===== src/design/planar_surface_address_walker_macros.svh =====
// Assertion macros shared by the surface address walker RTL.
// Expects clk and rst in scope at the point of use.
`ifndef PLANAR_SURFACE_ADDRESS_WALKER_MACROS_SVH
`define PLANAR_SURFACE_ADDRESS_WALKER_MACROS_SVH

// check a consequence in the same cycle
`define PSAW_ASSERT_NOW(label, ante, cons, msg) \
  label: assert property (@(posedge clk) disable iff (rst) (ante) |-> (cons)) \
    else $error(msg);

// check a consequence in the next cycle
`define PSAW_ASSERT_NEXT(label, ante, cons, msg) \
  label: assert property (@(posedge clk) disable iff (rst) (ante) |=> (cons)) \
    else $error(msg);

`endif


===== src/design/psaw_pkg.sv =====
// Surface address walker package: widths, codes and the configuration struct.
// No dependencies; imported by every other file of the walker but the macros header.
`timescale 1ns / 1ps
`default_nettype none

package psaw_pkg;

  localparam int ADDR_BITS_DEFAULT = 32;

  localparam int CFG_DATA_W  = 32;
  localparam int CFG_INDEX_W = 3;
  localparam int ORIGIN_W    = 32;
  localparam int PITCH_W     = 16;
  localparam int FOFS_W      = 24;
  localparam int BPP_W       = 6;
  localparam int LAYOUT_W    = 3;

  localparam int REQ_W   = 3;
  localparam int POS_W   = 13;
  localparam int LINE_W  = 16;
  localparam int FIELD_W = 2;

  localparam int PROD_W  = POS_W + PITCH_W;
  localparam int XB_W    = POS_W + BPP_W + 1;
  localparam int XBYTE_W = XB_W - 3;

  localparam logic [BPP_W-1:0] BPP_RESET = BPP_W'(8);

  typedef enum logic [CFG_INDEX_W-1:0] {
    REG_LUMA_ORIGIN     = 3'd0,
    REG_CHROMA_A_ORIGIN = 3'd1,
    REG_CHROMA_B_ORIGIN = 3'd2,
    REG_LINE_PITCH      = 3'd3,
    REG_FIELD_OFFSET    = 3'd4,
    REG_BITS_PER_PIXEL  = 3'd5,
    REG_PLANE_LAYOUT    = 3'd6,
    REG_FIELDS_SEP      = 3'd7
  } cfg_reg_t;

  typedef enum logic [REQ_W-1:0] {
    REQ_SET_POS   = 3'd0,
    REQ_NEXT_LINE = 3'd1,
    REQ_PREV_LINE = 3'd2,
    REQ_CRAB      = 3'd3,
    REQ_RCRAB     = 3'd4
  } req_t;

  typedef enum logic [LAYOUT_W-1:0] {
    LAYOUT_PACKED = 3'd0,
    LAYOUT_3P420  = 3'd1,
    LAYOUT_3P422  = 3'd2,
    LAYOUT_2P420  = 3'd3,
    LAYOUT_2P422  = 3'd4,
    LAYOUT_3P444  = 3'd5
  } layout_t;

  typedef struct packed {
    logic [ORIGIN_W-1:0] luma_origin;
    logic [ORIGIN_W-1:0] chroma_a_origin;
    logic [ORIGIN_W-1:0] chroma_b_origin;
    logic [PITCH_W-1:0]  line_pitch;
    logic [FOFS_W-1:0]   second_field_offset;
    logic [BPP_W-1:0]    bits_per_pixel;
    layout_t             plane_layout;
    logic                fields_separated;
  } cfg_t;

endpackage

`default_nettype wire


===== src/design/psaw_req_if.sv =====
// Request channel of the walker: valid/ready handshake with request payload.
// Depends on psaw_pkg.
`timescale 1ns / 1ps
`default_nettype none

interface psaw_req_if;
  import psaw_pkg::*;

  logic             valid;
  logic             ready;
  logic [REQ_W-1:0] req_type;
  logic [POS_W-1:0] pos_x;
  logic [POS_W-1:0] pos_y;

  modport source (output valid, output req_type, output pos_x, output pos_y, input ready);
  modport sink   (input valid, input req_type, input pos_x, input pos_y, output ready);
endinterface

`default_nettype wire


===== src/design/psaw_res_if.sv =====
// Result channel of the walker: valid/ready handshake with plane addresses and counters.
// Depends on psaw_pkg.
`timescale 1ns / 1ps
`default_nettype none

interface psaw_res_if #(
  parameter int ADDR_BITS = psaw_pkg::ADDR_BITS_DEFAULT
);
  import psaw_pkg::*;

  logic                      valid;
  logic                      ready;
  logic [ADDR_BITS-1:0]      luma_addr;
  logic [ADDR_BITS-1:0]      chroma_a_addr;
  logic [ADDR_BITS-1:0]      chroma_b_addr;
  logic signed [LINE_W-1:0]  cur_line;
  logic [FIELD_W-1:0]        field_count;

  modport source (output valid, output luma_addr, output chroma_a_addr,
                  output chroma_b_addr, output cur_line, output field_count,
                  input ready);
  modport sink   (input valid, input luma_addr, input chroma_a_addr,
                  input chroma_b_addr, input cur_line, input field_count,
                  output ready);
endinterface

`default_nettype wire


===== src/design/psaw_cfg_regs.sv =====
// Configuration register file of the walker, written through a plain write port.
// Depends on psaw_pkg.
`timescale 1ns / 1ps
`default_nettype none

module psaw_cfg_regs (
  input  logic                             clk,
  input  logic                             rst,
  input  logic                             cfg_wen,
  input  logic [psaw_pkg::CFG_INDEX_W-1:0] cfg_index,
  input  logic [psaw_pkg::CFG_DATA_W-1:0]  cfg_data,
  output psaw_pkg::cfg_t                   cfg
);
  import psaw_pkg::*;

  always_ff @(posedge clk) begin
    if (rst) begin
      cfg.luma_origin         <= '0;
      cfg.chroma_a_origin     <= '0;
      cfg.chroma_b_origin     <= '0;
      cfg.line_pitch          <= '0;
      cfg.second_field_offset <= '0;
      cfg.bits_per_pixel      <= BPP_RESET;
      cfg.plane_layout        <= LAYOUT_PACKED;
      cfg.fields_separated    <= 1'b0;
    end else if (cfg_wen) begin
      unique case (cfg_reg_t'(cfg_index))
        REG_LUMA_ORIGIN:     cfg.luma_origin         <= cfg_data[ORIGIN_W-1:0];
        REG_CHROMA_A_ORIGIN: cfg.chroma_a_origin     <= cfg_data[ORIGIN_W-1:0];
        REG_CHROMA_B_ORIGIN: cfg.chroma_b_origin     <= cfg_data[ORIGIN_W-1:0];
        REG_LINE_PITCH:      cfg.line_pitch          <= cfg_data[PITCH_W-1:0];
        REG_FIELD_OFFSET:    cfg.second_field_offset <= cfg_data[FOFS_W-1:0];
        REG_BITS_PER_PIXEL:  cfg.bits_per_pixel      <= cfg_data[BPP_W-1:0];
        REG_PLANE_LAYOUT:    cfg.plane_layout        <= layout_t'(cfg_data[LAYOUT_W-1:0]);
        REG_FIELDS_SEP:      cfg.fields_separated    <= cfg_data[0];
        default:             cfg.fields_separated    <= cfg.fields_separated;
      endcase
    end
  end

endmodule

`default_nettype wire


===== src/design/psaw_next_state.sv =====
// Next-state logic of the walker: set position, line steps and crab steps.
// Depends on psaw_pkg; purely combinational.
`timescale 1ns / 1ps
`default_nettype none

module psaw_next_state #(
  parameter int ADDR_BITS = psaw_pkg::ADDR_BITS_DEFAULT
) (
  input  psaw_pkg::cfg_t                 cfg,
  input  logic [psaw_pkg::REQ_W-1:0]     req_type,
  input  logic [psaw_pkg::POS_W-1:0]     pos_x,
  input  logic [psaw_pkg::POS_W-1:0]     pos_y,
  input  logic [ADDR_BITS-1:0]           luma_ptr,
  input  logic [ADDR_BITS-1:0]           chroma_a_ptr,
  input  logic [ADDR_BITS-1:0]           chroma_b_ptr,
  input  logic [psaw_pkg::LINE_W-1:0]    line_count,
  input  logic [psaw_pkg::FIELD_W-1:0]   field_ctr,
  output logic [ADDR_BITS-1:0]           luma_ptr_next,
  output logic [ADDR_BITS-1:0]           chroma_a_ptr_next,
  output logic [ADDR_BITS-1:0]           chroma_b_ptr_next,
  output logic [psaw_pkg::LINE_W-1:0]    line_count_next,
  output logic [psaw_pkg::FIELD_W-1:0]   field_ctr_next
);
  import psaw_pkg::*;

  function automatic logic [ADDR_BITS-1:0] line_delta(
    input logic [ADDR_BITS-1:0] s,
    input logic [ADDR_BITS-1:0] o,
    input logic                 test,
    input logic                 sep,
    input logic                 back
  );
    logic [ADDR_BITS-1:0] d;
    if (!sep) begin
      d = back ? (ADDR_BITS'(0) - s) : s;
    end else begin
      d = test ? o : (s - o);
      if (back) begin
        d = d - s;
      end
    end
    return d;
  endfunction

  logic                  sep;
  logic                  odd_field;
  logic [POS_W-1:0]      row;
  logic [PROD_W-1:0]     row_prod;
  logic [XB_W-1:0]       xbits;
  logic [XBYTE_W-1:0]    xbyte;
  logic [ADDR_BITS-1:0]  luma_set;

  logic [FOFS_W-1:0]     fo_c;
  logic [PITCH_W-1:0]    p_c;
  logic [POS_W-1:0]      row_c;
  logic [POS_W-1:0]      x_c;
  logic                  use_hi_bit;
  logic                  plane_a;
  logic                  plane_b;
  logic                  odd_only;
  logic                  chroma_touch;
  logic [PROD_W-1:0]     c_prod;
  logic [ADDR_BITS-1:0]  c_ofs;
  logic [ADDR_BITS-1:0]  a_set;
  logic [ADDR_BITS-1:0]  b_set;

  logic                  back;
  logic [FIELD_W-1:0]    fc;
  logic [ADDR_BITS-1:0]  luma_step;
  logic [ADDR_BITS-1:0]  c_delta;
  logic                  c_move;
  logic [ADDR_BITS-1:0]  crab_step;

  assign sep       = cfg.fields_separated;
  assign odd_field = sep & pos_y[0];
  assign row       = sep ? {1'b0, pos_y[POS_W-1:1]} : pos_y;
  assign row_prod  = PROD_W'(row) * PROD_W'(cfg.line_pitch);
  assign xbits     = XB_W'(pos_x) * XB_W'(cfg.bits_per_pixel) + XB_W'(7);
  assign xbyte     = xbits[XB_W-1:3];
  assign luma_set  = ADDR_BITS'(cfg.luma_origin)
                   + (odd_field ? ADDR_BITS'(cfg.second_field_offset) : '0)
                   + ADDR_BITS'(row_prod) + ADDR_BITS'(xbyte);

  always_comb begin
    fo_c         = cfg.second_field_offset;
    p_c          = cfg.line_pitch;
    row_c        = row;
    x_c          = pos_x;
    use_hi_bit   = 1'b0;
    plane_a      = 1'b0;
    plane_b      = 1'b0;
    odd_only     = 1'b0;
    chroma_touch = 1'b1;
    unique case (cfg.plane_layout)
      LAYOUT_3P420: begin
        fo_c       = cfg.second_field_offset >> 2;
        p_c        = cfg.line_pitch >> 1;
        row_c      = row >> 1;
        x_c        = pos_x >> 1;
        use_hi_bit = 1'b1;
        plane_a    = 1'b1;
        plane_b    = 1'b1;
        odd_only   = 1'b1;
      end
      LAYOUT_3P422: begin
        fo_c       = cfg.second_field_offset >> 1;
        p_c        = cfg.line_pitch >> 1;
        x_c        = pos_x >> 1;
        use_hi_bit = 1'b1;
        plane_a    = 1'b1;
        plane_b    = 1'b1;
      end
      LAYOUT_2P420: begin
        fo_c       = cfg.second_field_offset >> 1;
        row_c      = row >> 1;
        x_c        = {pos_x[POS_W-1:1], 1'b0};
        use_hi_bit = 1'b1;
        plane_a    = 1'b1;
        odd_only   = 1'b1;
      end
      LAYOUT_2P422: begin
        x_c     = {pos_x[POS_W-1:1], 1'b0};
        plane_a = 1'b1;
      end
      LAYOUT_3P444: begin
        plane_a = 1'b1;
        plane_b = 1'b1;
      end
      default: begin
        chroma_touch = 1'b0;
      end
    endcase
  end

  assign c_prod = PROD_W'(row_c) * PROD_W'(p_c);
  assign c_ofs  = (odd_field ? ADDR_BITS'(fo_c) : '0) + ADDR_BITS'(c_prod) + ADDR_BITS'(x_c);
  assign a_set  = chroma_touch ? (ADDR_BITS'(cfg.chroma_a_origin) + c_ofs) : chroma_a_ptr;
  assign b_set  = chroma_touch ? (ADDR_BITS'(cfg.chroma_b_origin) + c_ofs) : chroma_b_ptr;

  assign back      = (req_t'(req_type) == REQ_PREV_LINE);
  assign fc        = sep ? field_ctr + FIELD_W'(1) : field_ctr;
  assign luma_step = luma_ptr + line_delta(ADDR_BITS'(cfg.line_pitch),
                                           ADDR_BITS'(cfg.second_field_offset),
                                           fc[0], sep, back);
  assign c_delta   = line_delta(ADDR_BITS'(p_c), ADDR_BITS'(fo_c),
                                use_hi_bit ? fc[1] : fc[0], sep, back);
  assign c_move    = !odd_only || line_count[0];
  assign crab_step = ADDR_BITS'(cfg.bits_per_pixel >> 3);

  always_comb begin
    luma_ptr_next     = luma_ptr;
    chroma_a_ptr_next = chroma_a_ptr;
    chroma_b_ptr_next = chroma_b_ptr;
    line_count_next   = line_count;
    field_ctr_next    = field_ctr;
    unique case (req_t'(req_type))
      REQ_SET_POS: begin
        luma_ptr_next     = luma_set;
        chroma_a_ptr_next = a_set;
        chroma_b_ptr_next = b_set;
        line_count_next   = LINE_W'(pos_y);
        if (sep) begin
          field_ctr_next = {1'b0, pos_y[0]};
        end
      end
      REQ_NEXT_LINE, REQ_PREV_LINE: begin
        luma_ptr_next  = luma_step;
        field_ctr_next = fc;
        if (plane_a && c_move) begin
          chroma_a_ptr_next = chroma_a_ptr + c_delta;
        end
        if (plane_b && c_move) begin
          chroma_b_ptr_next = chroma_b_ptr + c_delta;
        end
        line_count_next = back ? line_count - LINE_W'(1) : line_count + LINE_W'(1);
      end
      REQ_CRAB: begin
        luma_ptr_next   = luma_ptr + crab_step;
        line_count_next = line_count + LINE_W'(1);
      end
      REQ_RCRAB: begin
        luma_ptr_next   = luma_ptr - crab_step;
        line_count_next = line_count + LINE_W'(1);
      end
      default: begin
        luma_ptr_next = luma_ptr;
      end
    endcase
  end

endmodule

`default_nettype wire


===== src/design/planar_surface_address_walker.sv =====
// Planar surface address walker: top level with request register and walker state.
// Depends on psaw_pkg, psaw_req_if, psaw_res_if, psaw_cfg_regs, psaw_next_state.
// A taken request waits in s1, then updates the walker state, which is the result beat.
// Throughput: one request per cycle if results drain; a single registered state step.
// Reset: synchronous; clears addresses, counters, valids and restores register defaults.
`timescale 1ns / 1ps
`default_nettype none
`include "planar_surface_address_walker_macros.svh"

module planar_surface_address_walker #(
  parameter int ADDR_BITS = psaw_pkg::ADDR_BITS_DEFAULT
) (
  input  logic                             clk,
  input  logic                             rst,
  input  logic                             cfg_wen,
  input  logic [psaw_pkg::CFG_INDEX_W-1:0] cfg_index,
  input  logic [psaw_pkg::CFG_DATA_W-1:0]  cfg_data,
  psaw_req_if.sink                         req,
  psaw_res_if.source                       res
);
  import psaw_pkg::*;

  cfg_t                  cfg;

  logic                  s1_valid;
  logic [REQ_W-1:0]      s1_req;
  logic [POS_W-1:0]      s1_x;
  logic [POS_W-1:0]      s1_y;
  logic                  res_valid;
  logic                  adv;

  logic [ADDR_BITS-1:0]  luma_ptr;
  logic [ADDR_BITS-1:0]  chroma_a_ptr;
  logic [ADDR_BITS-1:0]  chroma_b_ptr;
  logic [LINE_W-1:0]     line_count;
  logic [FIELD_W-1:0]    field_ctr;
  logic [ADDR_BITS-1:0]  luma_ptr_next;
  logic [ADDR_BITS-1:0]  chroma_a_ptr_next;
  logic [ADDR_BITS-1:0]  chroma_b_ptr_next;
  logic [LINE_W-1:0]     line_count_next;
  logic [FIELD_W-1:0]    field_ctr_next;

  psaw_cfg_regs u_cfg_regs (
    .clk       (clk),
    .rst       (rst),
    .cfg_wen   (cfg_wen),
    .cfg_index (cfg_index),
    .cfg_data  (cfg_data),
    .cfg       (cfg)
  );

  psaw_next_state #(
    .ADDR_BITS (ADDR_BITS)
  ) u_next_state (
    .cfg               (cfg),
    .req_type          (s1_req),
    .pos_x             (s1_x),
    .pos_y             (s1_y),
    .luma_ptr          (luma_ptr),
    .chroma_a_ptr      (chroma_a_ptr),
    .chroma_b_ptr      (chroma_b_ptr),
    .line_count        (line_count),
    .field_ctr         (field_ctr),
    .luma_ptr_next     (luma_ptr_next),
    .chroma_a_ptr_next (chroma_a_ptr_next),
    .chroma_b_ptr_next (chroma_b_ptr_next),
    .line_count_next   (line_count_next),
    .field_ctr_next    (field_ctr_next)
  );

  assign adv       = s1_valid && (!res_valid || res.ready);
  assign req.ready = !s1_valid || adv;

  always_ff @(posedge clk) begin
    if (rst) begin
      s1_valid <= 1'b0;
    end else if (req.ready) begin
      s1_valid <= req.valid;
    end
  end

  always_ff @(posedge clk) begin
    if (req.valid && req.ready) begin
      s1_req <= req.req_type;
      s1_x   <= req.pos_x;
      s1_y   <= req.pos_y;
    end
  end

  always_ff @(posedge clk) begin
    if (rst) begin
      res_valid <= 1'b0;
    end else if (adv) begin
      res_valid <= 1'b1;
    end else if (res.ready) begin
      res_valid <= 1'b0;
    end
  end

  // walker state doubles as the result register
  always_ff @(posedge clk) begin
    if (rst) begin
      luma_ptr     <= '0;
      chroma_a_ptr <= '0;
      chroma_b_ptr <= '0;
      line_count   <= '0;
      field_ctr    <= '0;
    end else if (adv) begin
      luma_ptr     <= luma_ptr_next;
      chroma_a_ptr <= chroma_a_ptr_next;
      chroma_b_ptr <= chroma_b_ptr_next;
      line_count   <= line_count_next;
      field_ctr    <= field_ctr_next;
    end
  end

  assign res.valid         = res_valid;
  assign res.luma_addr     = luma_ptr;
  assign res.chroma_a_addr = chroma_a_ptr;
  assign res.chroma_b_addr = chroma_b_ptr;
  assign res.cur_line      = $signed(line_count);
  assign res.field_count   = field_ctr;

  `PSAW_ASSERT_NEXT(a_res_drop, res_valid && res.ready && !adv, !res_valid,
                    "result beat taken but valid held")
  `PSAW_ASSERT_NOW(a_in_stall, s1_valid && !adv, !req.ready,
                   "request taken while request register is blocked")
  `PSAW_ASSERT_NEXT(a_state_hold, !adv,
                    $stable(luma_ptr) && $stable(line_count) && $stable(field_ctr),
                    "walker state moved without an advance")
  `PSAW_ASSERT_NEXT(a_field_fixed, adv && !cfg.fields_separated, $stable(field_ctr),
                    "field counter moved on an interleaved surface")
  `PSAW_ASSERT_NEXT(a_crab_line, adv && (s1_req == REQ_CRAB || s1_req == REQ_RCRAB),
                    line_count == $past(line_count) + LINE_W'(1),
                    "crab step did not advance the line counter")

endmodule

`default_nettype wire


===== src/flat_wrapper.sv =====
// flat-port wrapper written by rule: the top's interface ports become plain ports
module planar_surface_address_walker_flat import psaw_pkg::*;
#(
  parameter int ADDR_BITS = psaw_pkg::ADDR_BITS_DEFAULT
)
  (clk, rst, cfg_wen, cfg_index, cfg_data, req_valid, req_req_type, req_pos_x, req_pos_y, req_ready, res_valid, res_luma_addr, res_chroma_a_addr, res_chroma_b_addr, res_cur_line, res_field_count, res_ready);
  psaw_req_if req_i ();
  psaw_res_if #(.ADDR_BITS(ADDR_BITS)) res_i ();
  input  logic clk;
  input  logic rst;
  input  logic cfg_wen;
  input  logic [psaw_pkg::CFG_INDEX_W-1:0] cfg_index;
  input  logic [psaw_pkg::CFG_DATA_W-1:0] cfg_data;
  input wire logic [$bits(req_i.valid)-1:0] req_valid;
  input wire logic [$bits(req_i.req_type)-1:0] req_req_type;
  input wire logic [$bits(req_i.pos_x)-1:0] req_pos_x;
  input wire logic [$bits(req_i.pos_y)-1:0] req_pos_y;
  output wire logic [$bits(req_i.ready)-1:0] req_ready;
  output wire logic [$bits(res_i.valid)-1:0] res_valid;
  output wire logic [$bits(res_i.luma_addr)-1:0] res_luma_addr;
  output wire logic [$bits(res_i.chroma_a_addr)-1:0] res_chroma_a_addr;
  output wire logic [$bits(res_i.chroma_b_addr)-1:0] res_chroma_b_addr;
  output wire logic [$bits(res_i.cur_line)-1:0] res_cur_line;
  output wire logic [$bits(res_i.field_count)-1:0] res_field_count;
  input wire logic [$bits(res_i.ready)-1:0] res_ready;
  assign req_i.valid = req_valid;
  assign req_i.req_type = req_req_type;
  assign req_i.pos_x = req_pos_x;
  assign req_i.pos_y = req_pos_y;
  assign req_ready = req_i.ready;
  assign res_valid = res_i.valid;
  assign res_luma_addr = res_i.luma_addr;
  assign res_chroma_a_addr = res_i.chroma_a_addr;
  assign res_chroma_b_addr = res_i.chroma_b_addr;
  assign res_cur_line = res_i.cur_line;
  assign res_field_count = res_i.field_count;
  assign res_i.ready = res_ready;
  planar_surface_address_walker #(.ADDR_BITS(ADDR_BITS)) u_core (.clk(clk), .rst(rst), .cfg_wen(cfg_wen), .cfg_index(cfg_index), .cfg_data(cfg_data), .req(req_i), .res(res_i));
endmodule

===== config.mk =====
export PLATFORM = sky130hd
export DESIGN_NAME = planar_surface_address_walker_flat
export DESIGN_NICKNAME = d
export VERILOG_FILES = /design/src/design/psaw_pkg.sv /design/src/design/psaw_req_if.sv /design/src/design/psaw_res_if.sv /design/src/design/psaw_cfg_regs.sv /design/src/design/psaw_next_state.sv /design/src/design/planar_surface_address_walker.sv /design/src/flat_wrapper.sv
export VERILOG_INCLUDE_DIRS = /design/src /design/src/design
export SDC_FILE = /design/constraint.sdc
export NUM_CORES = 2
export LEC_CHECK = 0
export BUFFER_PORTS_ARGS = -buffer_cell sky130_fd_sc_hd__buf_2
export CORE_UTILIZATION = 65
export DETAILED_ROUTE_END_ITERATION = 8
export PLACE_DENSITY = 0.83
export SLEW_MARGIN = 20
export SYNTH_ARGS = -nofsm -noshare
export SYNTH_HDL_FRONTEND = slang
export SYNTH_HIERARCHICAL = 1
export SYNTH_SLANG_ARGS = --single-unit

===== constraint.sdc =====
create_clock -name clk -period 17.14 [get_ports clk]
set_input_delay 3.428 -clock clk [delete_from_list [all_inputs] [get_ports clk]]
set_output_delay 3.428 -clock clk [all_outputs]
set_load 0.05 [all_outputs]

==> results.md <==
### Power
- 0.0835 mV — highest ir drop seen on vdd
- 0.0243 uW — standby leakage power
- 60.2 nW/um^2 — power density of the placed cells

### Clocking
- 41 — Inserted Clock Buffers
- 0 — CTS hold repair buffers
- 0.07 ns — clock transition at the registers of the reported paths
- 2 — CTS H-tree lvls
- 0.63 ns — clock insertion delay at the later pin of the skew report
- 0 — postcts setup bufs
- 291 — number of clock sinks seen by CTS
- built — TritonCTS clock tree
- 0 — number of resized instances in the post-cts repair step
- 3 — number of buffers between clock root and the deepest sink
- sky130_fd_sc_hd__clkbuf_16 — library cell used as clock root buffer

### Setup path
- flop — category of the worst setup path launch point
- 38 — path depth of the worst reg2reg path
- 17 — highest net fanout along the worst path
- sky130_fd_sc_hd__fa_1 — cell seen most often among critical-path stages
- u_core/u_cfg_regs/cfg[9] — startpoint of the worst register-to-register path
- 12.79 ns — data arrival time of the critical path
- 17.69 ns — critical path required time
- flop — Crit. End Element
- 4.90 ns — flop2flop setup slack
- u_core/res.luma_addr[31] — reg-to-reg endpoint
- sky130_fd_sc_hd__a2111oi_0 — CP max-delay cell
- 1.17 ns — biggest cell delay along the critical path
- flop to flop — Critical Setup Path Class

### Yosys
- 7048 — synthesized netlist net count
- sky130_fd_sc_hd__fa_1 — Synth area leader
- sky130_fd_sc_hd__fa_1 19%, sky130_fd_sc_hd__ha_1 12%, sky130_fd_sc_hd__dfxtp_1 11% — top cells by area, synth
- 0 — proportion of synthesized flip-flops having asynchronous set or reset
- 106 — number of library cell types mapped by synthesis
- 29 — number of enable-type register cells in the synthesized netlist
- sky130_fd_sc_hd__dfxtp_1 — Top FF cell, synth
- 0.125 — sequential-to-total area share from yosys stat
- 6 — total number of yosys warnings
- 6041 — Gate Count Post-Synth
- 8.12 um^2 — average footprint of a synthesized cell
- 0.190 — post-synth top area share
- 291 — FF+latch count, synth
- 49000 um^2 — area of the mapped netlist

### Routing
- 22.5 um — Routed WL per cell
- 6.42 — number of vias per cell
- 4541 — number of design-rule violations left by the first detailed-router iteration
- 71.2 mm — routed wire length on met2
- 159 mm — Post-Route WL
- 45300 — total number of vias
- 7 — first drt pass iteration count
- 0 — DRC violation count after routing
- 0 — Final ANT Viol Nets
- 17.4 mm — met3 wirelength from detailed routing
- met4 — Top Layer Used
- 59.0 mm — met1 wire length

### Global route
- 246 mm — global-route wire length before repair
- 115 — maximum number of pins on one net before global-route repair
- 0.407 — global-route usage over all layers
- 2 — antenna violations before repair
- 0 — Congestion Overflow GR
- 44300 — via count of the first global-routing pass

### Timing
- 81.7 MHz — Max Freq
- 0.714 — final critical-path share of the clock period
- 4.90 ns — Setup WS post-layout
- 0 — total count of hold-check failures in the final report
- 1.36 ns — Worst Max-Slew Pin Slew
- false — setup repair after global routing missed its margin
- 12.24 ns — Final Critical Period
- 0 — number of pins exceeding their max-slew limit in the final report
- 0.0364 ns — final worst clock skew
- 0 — Final setup violation count
- 0 ns — Setup TNS Final
- 0.0665 — headroom to the max-slew limit

### Floorplan
- 76500 um^2 — Die Area
- 185 — number of I/O pins
- 100 — num rows
- 0.657 — starting density of the core
- 277 um — vertical die dimension
- 74600 um^2 — Core Area
- 277 um — Horiz. Die Dim

### Final layout
- 652 x sky130_fd_sc_hd__inv_1, 571 x sky130_fd_sc_hd__nand2_1, 472 x sky130_fd_sc_hd__ha_1, 469 x sky130_fd_sc_hd__nand2b_1, 466 x sky130_fd_sc_hd__fa_1 — most used cells in the layout excluding fill and tap cells
- sky130_fd_sc_hd__inv_1 — most frequent standard cell in the layout excluding fill and tap cells
- 7058 — count of placed standard cells in the final layout, fillers left out
- 5958 — count of fill cells added during filler insertion
- 0.0713 — ratio of cells with drive above 1 in the final layout
- 0.698 — utilization of the core after routing
- 52000 um^2 — cell area after layout
- 7060 — Final Net Count
- 6.13% — synth-to-layout area growth

### Run
- 0 — maxcap violations

### Placed design
- 50600 um^2 — instance area at placement
- 1.05 — weighted congestion reported at the end of routability-driven placement
- 5.22 ns — post-place setup slack
- 122 mm — detailed-placement wirelength estimate
- 6979 — number of placed cells counting well taps
- 184 — port bufs

### Status
- finished, final reports clean — outcome

### Hold path
- 2 — hold-critical path depth
- u_core/u_cfg_regs/cfg[111] — origin of the worst min-delay path
- u_core/u_cfg_regs/cfg[111] — Worst Hold Path EP
- flop to flop — class of the tightest hold or removal check

==> area by class of cell <==
class	instances	area (um^2)	share of cell area
multi-input combinational	4789	39200	0.753
sequential	291	6120	0.118
inverter	666	2500	0.0480
timing repair buffer	264	1540	0.0297
tap	969	1210	0.0233
clock buffer	49	1120	0.0215
clock inverter	27	330	0.00635
antenna	3	7.51	0.000144
==> power by group <==
part	internal [uW]	leakage, uW	total (uW)	switching [uW]
clock network	537	0.000696	932	395
logic	552	0.0212	1460	909
registers	708	0.00240	740	31.8
total	1800	0.0243	3130	1340
==> kinds of logic after synthesis <==
logic type      after synthesis  share of synthesized area
mux                         320                     0.0661
fa+ha+maj                   938                      0.311
xor+xnor                    321                     0.0583
buf+inv                     961                     0.0776
simple gates               1979                      0.202
flops                       291                      0.125
compound gates             1231                      0.161
==> worst max path at each step <==
stage                             startpoint  slack (ns)                        to  cells after the start
floorplan           u_core/u_cfg_regs/cfg[9]        6.64  u_core/res.luma_addr[31]                     39
global placement    u_core/u_cfg_regs/cfg[8]        5.54  u_core/res.luma_addr[31]                     38
detailed placement  u_core/u_cfg_regs/cfg[9]        5.22  u_core/res.luma_addr[31]                     38
CTS                 u_core/u_cfg_regs/cfg[9]        5.20  u_core/res.luma_addr[31]                     38
global route        u_core/u_cfg_regs/cfg[9]        4.67  u_core/res.luma_addr[31]                     38
finish              u_core/u_cfg_regs/cfg[9]        4.90  u_core/res.luma_addr[31]                     38
==> worst max-delay path: cells and delay by family, from the launching register on <==
family / cells / cell delay (ns)
buffers and inverters: 5 / 0.27
XOR/XNOR: 2 / 0.30
AND/OR/NAND/NOR: 4 / 0.75
adder cells (fa/ha/maj): 12 / 5.43
AO/OA/AOI/OAI: 14 / 4.60
flip-flops: 1 / 0.67
multiplexers: 1 / 0.14
==> synthesized netlist by cell type, types with 38 or more instances <==
cell and instances:
sky130_fd_sc_hd__inv_1 652, sky130_fd_sc_hd__and3_1 38, sky130_fd_sc_hd__nor2_1 405, sky130_fd_sc_hd__nand3_1 86, sky130_fd_sc_hd__xor2_1 113, sky130_fd_sc_hd__and2_1 108, sky130_fd_sc_hd__nand2b_1 469, sky130_fd_sc_hd__dfxtp_1 262
sky130_fd_sc_hd__fa_1 466, sky130_fd_sc_hd__a211oi_1 50, sky130_fd_sc_hd__nand2_1 572, sky130_fd_sc_hd__clkbuf_1 209, sky130_fd_sc_hd__xnor2_1 205, sky130_fd_sc_hd__mux2i_1 300, sky130_fd_sc_hd__ha_1 472, sky130_fd_sc_hd__nor2b_1 50
sky130_fd_sc_hd__a21o_1 104, sky130_fd_sc_hd__o21a_1 53, sky130_fd_sc_hd__a21oi_1 322, sky130_fd_sc_hd__nor3_1 90, sky130_fd_sc_hd__o21ai_0 295, sky130_fd_sc_hd__a31oi_1 58, sky130_fd_sc_hd__a22oi_1 43
==> routing by layer <==
metal / vias up / GRT usage
met5: - / 0
met4: 0 / 0.256
met3: 651 / 0.0971
met2: 2529 / 0.655
met1: 21800 / 0.492
li1: 20400 / -
==> registers in the layout (all words and copies together), names as in the netlist, 2 cells and up <==
name,flops
u_core/u_cfg_regs/cfg,146
u_core/res.chroma_a_addr,32
u_core/res.chroma_b_addr,32
u_core/res.luma_addr,32
u_core/res.cur_line,16
u_core/s1_x,13
u_core/s1_y,13
u_core/s1_req,3
u_core/res.field_count,2
==> through the flow <==
| stage | hold WS [ns] | power [uW] |
|---|---|---|
| final | 0.483 | 3130 |
| after global routing | 0.492 | 3290 |
| after CTS | 0.482 | 3100 |
| after detailed placement | 0.466 | 2160 |
| after global placement | 0.460 | 2120 |
| after floorplan | 0.449 | 1800 |
Note: power is estimated with default switching activity, not from simulation.
